<file path="src/assert_macros.svh">
// assertion macros shared by the rtl
`ifndef ASSERT_MACROS_SVH
`define ASSERT_MACROS_SVH

// plain check of a property on the rising clock edge, off during reset
`define CHK_PROP(label, prop, msg) \
    label: assert property (@(posedge clk) disable iff (!rst_n) prop) \
        else $error(msg);

// implication checked on the rising clock edge, off during reset
`define CHK_IMPL(label, ante, cons, msg) \
    label: assert property (@(posedge clk) disable iff (!rst_n) (ante) |-> (cons)) \
        else $error(msg);

`endif

</file>
<file path="src/ajb_ram.sv">
// generic single port ram with registered read
module ajb_ram #(
    parameter int WIDTH = 8,
    parameter int DEPTH = 16
) (
    input  logic                     clk,
    input  logic                     we,
    input  logic [$clog2(DEPTH)-1:0] addr,
    input  logic [WIDTH-1:0]         wdata,
    output logic [WIDTH-1:0]         rdata
);
    logic [WIDTH-1:0] mem [DEPTH];

    always_ff @(posedge clk)
    begin
        if (we)
        begin
            mem[addr] <= wdata;
        end
        rdata <= mem[addr];
    end
endmodule

</file>
<file path="config.mk">
export PLATFORM = sky130hd
export DESIGN_NAME = ajb_ram
export DESIGN_NICKNAME = d
export VERILOG_FILES = /design/src/assert_macros.svh /design/src/ajb_ram.sv
export SDC_FILE = /design/constraint.sdc
export NUM_CORES = 1
export LEC_CHECK = 0
export ABC_AREA = 1
export CORE_ASPECT_RATIO = 1.25
export CORE_MARGIN = 2
export CORE_UTILIZATION = 35
export DETAILED_ROUTE_END_ITERATION = 6
export DONT_BUFFER_PORTS = 1
export PLACE_DENSITY = 0.48
export SYNTH_ARGS = -nofsm -noshare
export SYNTH_HDL_FRONTEND = slang
export SYNTH_SLANG_ARGS = --single-unit
</file>
<file path="constraint.sdc">
create_clock -name clk -period 3.45 [get_ports clk]
set_clock_uncertainty 0.05 [all_clocks]
set_input_delay 0.1725 -clock clk [delete_from_list [all_inputs] [get_ports clk]]
set_output_delay 0.1725 -clock clk [all_outputs]
set_load 0.02 [all_outputs]
</file>
# Word level (Yosys, flattened, before mapping)
# Memories as Yosys holds them, arrays and structs flattened. A register that Yosys moved wholly into a read port is not among the register bits.
# Index checks and enable logic that the tools add are counted.
[classes] n_reduce_logical=0 n_bitwise=0 order_cmp=0 div=0 n_eq_ne=0 n_shift=0 multipliers=0 addsub=0 n_mux=2
[ops] cell="1-bit 2-to-1 mux" count=2
[totals] latchBits=0 out_inout_bits=8 rom_bits=0 n_memories=1 mem_bits_rw=128 input_bits=14 register_bits=0
[memory_table] name="mem" words=16 word_bits=8 read_ports=1 rd_ports_with_merged_regs=1 wr=1 line_no="ajb_ram.sv:12" text="logic [WIDTH-1:0] mem [DEPTH];"

# Depth between registers and ports, before layout
# Gate-level depths: netlist of run 1.
[depth] word_depth=2 ltp_mapped=11 mapped_depth_nobuf=9

# Worst setup path after synthesis of run 1
# No wires, ideal clock.
[synth_path] path_type="input -> register" start="in addr[1]" end="mem mem[3][0], enable pin" setup_time_ns=0.370 slack_ns=1.850 arrival_ns=1.179 path_stages=4 path_buffers=2 path_cell_list="buf_2 -> clkbuf_1 -> nand3_1 -> nor2_1"
[synth_rtl] item="start, declared" line_no="ajb_ram.sv:8" text="input logic [$clog2(DEPTH)-1:0] addr,"
[synth_rtl] item="end, declared" line_no="ajb_ram.sv:12"
# No word-level cell before the write port.

# Worst setup path in the final report of run 1
[layout_path] start="in addr[1]" end="mem mem[12][4], enable pin"
# No word-level cell before the write port.

==> flow_metrics.tcl, run 1 <==
set metrics [dict create \
    status "complete, no violations" \
    grt_max_degree 68 \
    num_io_pins 22 \
    grt_pass1_vias 3532 \
    cp-start-kind "input pin" \
    netSwitchingPower_uw 805 \
    initial_core_util_pct 35.8 \
    hold_class "input pin to register" \
    worst_slew_pin_slew_ns 0.917 \
    max-cap-violations 0 \
    cp_data_arrival_time_ns 1.47 \
    power_density_nw_per_um2 585 \
    async_reset_ff_share_pct 0 \
    leakage_nw 2.66 \
    ys_top_cells_by_area "edfxtp_1 69%, nand2_1 23%, dfxtp_1 2.9%, inv_1 1.4%, nor2_1 1.2%" \
    ctsHtreeMaxLevel 4 \
    max_freq_mhz 677 \
    cp-startpoint "addr[1]" \
    postRouteWirelength_um 12700 \
    drt-pass1-iter-count 6 \
    vias 3520 \
    drt-vias-per-instance 4.50 \
    final_max_slew_viol_count 0 \
    period_share_pct 42.8 \
    root_buffer "clkbuf_16" \
    hold_viol 0 \
    pwr-share-comb_pct 4.9 \
    cts_resized 0 \
    ys_ff_latch 136 \
    hold_start "addr[1]" \
    ant_nets 0 \
    r2r_start "mem[0][0]" \
    synthTopCellsByCount "346 x nand2_1, 128 x edfxtp_1, 21 x inv_1, 18 x nor2_1, 12 x buf_2" \
    postCtsHoldBufs 9 \
    hpwl_um 7690 \
    area_growth_pct 14.5 \
    die_h_um 145 \
    dp_cells 741 \
    cp.required_ns 3.44 \
    numCtsBuffers 17 \
    grt_antenna_before_repair 1 \
    post_cts_buffers 0 \
    synth_nets 562 \
    drtIter0Drc 196 \
    seq_area_frac_synth_pct 71.6 \
    synth.distinct_cells 11 \
    synth_top_cell_area_share_pct 68.7 \
    synth-main-ff-cell "edfxtp_1" \
    min_period_ns 1.48 \
    p_int_mw 2.94 \
    slew-limit-headroom_pct 38.6 \
    path_class "input pin to register" \
    cts_tree "built" \
    clk_pin_slew_worst_paths_ns 0.06 \
    synth-edff-count 128 \
    seqPwrFrac_pct 50.0 \
    fin_setup_tns_ns 0 \
    drcViolationCount 0 \
    synth.most_common_cell "nand2_1" \
    wl_per_cell_um 16.3 \
    rsz0062_at_grt "no" \
    fin_util_pct 41.0 \
    end_kind "register" \
    antenna_cells 0 \
    clkPwrFrac_pct 45.1 \
    syn_inst 548 \
    ir_drop_uv 355 \
    n_fill_cell 1551 \
    post_dp_cell_area_um2 5760 \
    syn-cell-area_um2 5590 \
    crit_fanout 35 \
    core-area_um2 15600 \
    swShare_pct 21.5 \
    port_buffers 0 \
    yosys.area.top_type "edfxtp_1" \
    instances_no_fill 782 \
    clkSinkCount 136 \
    cts_buffer_depth 2 \
    grt_pass1_wl_um 19800 \
    grt.total_usage_pct 16.3 \
    fp.dieW_um 117 \
    die_area_um2 17000 \
    postSynthAreaPerCell_um2 10.2 \
    final_area_um2 6400 \
    rows 51 \
    layout.nets 571 \
    clkLatencyLatePin_ns 0.42 \
    gp_congestion 0.822 \
    drive_above_1_share_pct 5.44 \
    yosys_warnings 0 \
    finalSetupViolCount 0 \
    grt_overflow 0 \
]
==> layer usage <==
metal | wire, um | share of wire [%] | global-route usage, %
met1 | 5680 | 45 | 20.9
met3 | 443 | 3.5 | 4.46
met2 | 6360 | 50 | 26.2
met5 | 13 | 0.10 | 0
met4 | 254 | 2.0 | 6.59
==> through the flow <==
step	worst slack (ns)	hold WS (ns)	power (mW)
6_report	1.97	0.0237	3.75
3_3_place_gp	1.60	0.223	2.06
4_1_cts	1.99	0.00505	3.78
5_1_grt	1.84	0.0424	3.89
2_1_floorplan	1.85	0.221	2.03
3_5_place_dp	1.54	0.223	2.06
==> sequential cells by signal, indices dropped and copies added (netlist names) <==
register / cells
mem: 128
rdata: 8
==> cells in the final DEF (no fill, tap or decap), types with 4 or more instances in the layout <==
| cell type | n |
|---|---|
| clkbuf_1 | 4 |
| clkbuf_16 | 17 |
| clkinv_2 | 4 |
| dfxtp_1 | 8 |
| dlygate4sd3_1 | 9 |
| edfxtp_1 | 128 |
| inv_1 | 21 |
| nand2_1 | 346 |
| nand3_1 | 4 |
| nor2_1 | 18 |
==> logic make-up (layout without fill, tap and decap cells) <==
logic type,Yosys count,count (layout),synth area share [%]
buf+inv,44,66,3.62
flops,136,136,71.6
simple gates,368,368,24.8
==> worst paths after layout <==
check | to | slack [ns] | cells past startpoint
min | rdata[6] | 0.02 | 6
max reg2reg | rdata[0] | 2.37 | 8
min reg2reg | rdata[6] | 0.66 | 8
max | mem[12][4] | 1.97 | 3
==> power groups by stage <==
stage / clock [mW] / combinational [mW] / sequential (mW)
after floorplan: 0 / 0.127 / 1.90
after global placement: 0 / 0.151 / 1.91
after detailed placement: 0 / 0.150 / 1.91
after CTS: 1.72 / 0.190 / 1.87
after global routing: 1.80 / 0.212 / 1.88
final: 1.69 / 0.184 / 1.87
==> cell type report <==
class / count / area (um2) / area share (%)
Sequential cell: 136 / 4000 / 62.5
Multi-Input combinational cell: 368 / 1390 / 21.7
Clock buffer: 24 / 482 / 7.52
Tap cell: 212 / 265 / 4.14
Timing Repair Buffer: 11 / 105 / 1.64
Inverter: 23 / 86.3 / 1.35
Clock inverter: 8 / 73.8 / 1.15
==> worst max-delay path, cell delays in order <==
cell and delay, ns:
clkinv_1 0.32, nand3_1 0.29, nor2_1 0.67
Power figures use the tool's default switching activity.
==> run 2, diff against run 1 <==
--- a/config.mk
+++ b/config.mk
@@ -11,7 +11,7 @@
 export CORE_UTILIZATION = 35
 export DETAILED_ROUTE_END_ITERATION = 6
 export DONT_BUFFER_PORTS = 1
-export PLACE_DENSITY = 0.48
+export PLACE_DENSITY = 0.5
 export SYNTH_ARGS = -nofsm -noshare
 export SYNTH_HDL_FRONTEND = slang
 export SYNTH_SLANG_ARGS = --single-unit
==> constraint.sdc (replaced) <==
create_clock -name clk -period 1.26 [get_ports clk]
set_clock_uncertainty 0.05 [all_clocks]
set_input_delay 0.063 -clock clk [delete_from_list [all_inputs] [get_ports clk]]
set_output_delay 0.063 -clock clk [all_outputs]
set_load 0.02 [all_outputs]
==> flow_metrics.tcl, run 2 (synthesis gave the netlist of run 1 again) <==
set metrics [dict create \
    clkLatencyLatePin_ns 0.42 \
    layout.nets 584 \
    top_regs "mem x128, rdata x8" \
    leakage_nw 2.75 \
    cp-endpoint "mem[15][2]" \
    worst_slew_pin_slew_ns 0.750 \
    path_class "input pin to register" \
    status "finished, violations left" \
    drcViolationCount 0 \
    wl_per_cell_um 16.7 \
    hpwl_um 8110 \
    grt_overflow 0 \
    cts_tree "built" \
    r2r_slack_ns 0.20 \
    area_growth_pct 20.0 \
    largest_register_ff_count 128 \
    mostFrequentLayoutCells "346 x nand2_1, 128 x edfxtp_1, 21 x inv_1" \
    drive_above_1_share_pct 9.95 \
    cts_buffer_depth 2 \
    clk_pin_slew_worst_paths_ns 0.05 \
    core-area_um2 15600 \
    slew-limit-headroom_pct 49.8 \
    end_kind "register" \
    violations "hold timing" \
    drt-vias-per-instance 4.57 \
    vias 3637 \
    regMostFlops "mem" \
    die_h_um 145 \
    drt-pass1-iter-count 4 \
    fp.dieW_um 117 \
    worstRegToRegCells 8 \
    hold_class "input pin to register" \
    grt_max_degree 57 \
    layout_commonest_cell "nand2_1" \
    finalSetupViolCount 0 \
    rsz0062_at_grt "no" \
    cp-startpoint "addr[3]" \
    final_max_slew_viol_count 0 \
    rows 51 \
    clkSinkCount 136 \
    report.power.total_mw 10.4 \
    hold_viol 1 \
    max-cap-violations 0 \
    n_fill_cell 1525 \
    initial_core_util_pct 35.8 \
    antenna_cells 0 \
    period_share_pct 89.0 \
    power_density_nw_per_um2 1550 \
    grt_antenna_before_repair 0 \
    root_buffer "clkbuf_16" \
    cp.required_ns 1.31 \
    cp-start-kind "input pin" \
    ir_drop_uv 884 \
    grt_pass1_wl_um 21200 \
    instances_no_fill 795 \
    min_period_ns 1.12 \
    r2r_start "mem[2][4]" \
    cp_data_arrival_time_ns 1.17 \
    ctsHtreeMaxLevel 4 \
    port_buffers 0 \
    holdWs_ns -0.00329 \
    post_dp_cell_area_um2 6010 \
    ant_nets 0 \
    gp_congestion 0.786 \
    dp_cells 749 \
    num_io_pins 22 \
    crit_fanout 8 \
    final_area_um2 6710 \
    die_area_um2 17000 \
    grt_pass1_vias 3771 \
    r2r-end "rdata[4]" \
    numCtsBuffers 17 \
    fin_util_pct 42.9 \
    drtIter0Drc 218 \
    postRouteWirelength_um 13300 \
    grt.total_usage_pct 17.2 \
    max_freq_mhz 892 \
]
==> run 2: changes by cell type in the layout (fill, tap and decap cells not counted), moves of 3 or more <==
| cell | previous run | this run |
|---|---|---|
| buf_12 | 0 | 5 |
| dlygate4sd3_1 | 9 | 12 |
| nor2_4 | 0 | 15 |
| nand3_2 | 0 | 3 |
| clkinv_1 | 1 | 6 |
| buf_4 | 2 | 6 |
| clkbuf_8 | 3 | 0 |
| nand3_1 | 4 | 0 |
| nor2_1 | 18 | 1 |
==> run 2: final cells by class <==
cell class | count | area [um2] | area share [%]
flip-flops and latches | 136 | 4000 | 59.7
multi-input cells | 368 | 1530 | 22.8
inverters | 23 | 86.3 | 1.29
well taps | 212 | 265 | 3.95
clock buffers | 19 | 433 | 6.45
repair buffers | 24 | 278 | 4.14
clock inverters | 13 | 111 | 1.66
==> run 2: worst min path at each step <==
stage | startpoint | endpoint | slack [ns] | depth (start not counted)
6_report | addr[1] | rdata[1] | -0.003 | 6
5_1_grt | addr[1] | rdata[4] | 0.03 | 6
4_1_cts | addr[0] | rdata[7] | 0.005 | 8
3_5_place_dp | wdata[4] | mem[12][4] | 0.11 | 0
3_3_place_gp | wdata[4] | mem[13][4] | 0.11 | 0
2_1_floorplan | wdata[0] | mem[0][0] | 0.11 | 0
==> run 2: timing repair <==
item	4_1_cts	5_1_grt
hold buffers	14	0
buffers inserted	0	0
endpoints found under the setup margin	0	2
resized for setup	0	1
hold endpoints to repair	152	0
==> run 2: metal layers <==
metal | global-route usage [%] | share of wire [%]
met5 | 0 | 0
met4 | 6.29 | 1.7
met3 | 4.83 | 4.4
met2 | 27.0 | 49
met1 | 22.6 | 45
==> run 2: critical path, stage by stage <==
cell and delay [ns]:
dlygate4sd3_1 0.54, nand2_1 0.12, buf_4 0.19, nor2_4 0.25
==> run 2: stage by stage <==
step / TNS [ns] / setup slack (ns)
after floorplan: -1.92 / -0.0525
after global placement: 0 / 0.0270
after detailed placement: 0 / 0.0112
after CTS: 0 / 0.135
after global routing: 0 / 0.0924
final: 0 / 0.139
==> run 2: power breakdown <==
part / internal, mW / leakage, nW / switching (mW) / total (mW)
Sequential: 5.06 / 1.22 / 0.0701 / 5.13
Clock: 2.85 / 0.268 / 1.81 / 4.66
Combinational: 0.184 / 1.26 / 0.415 / 0.599
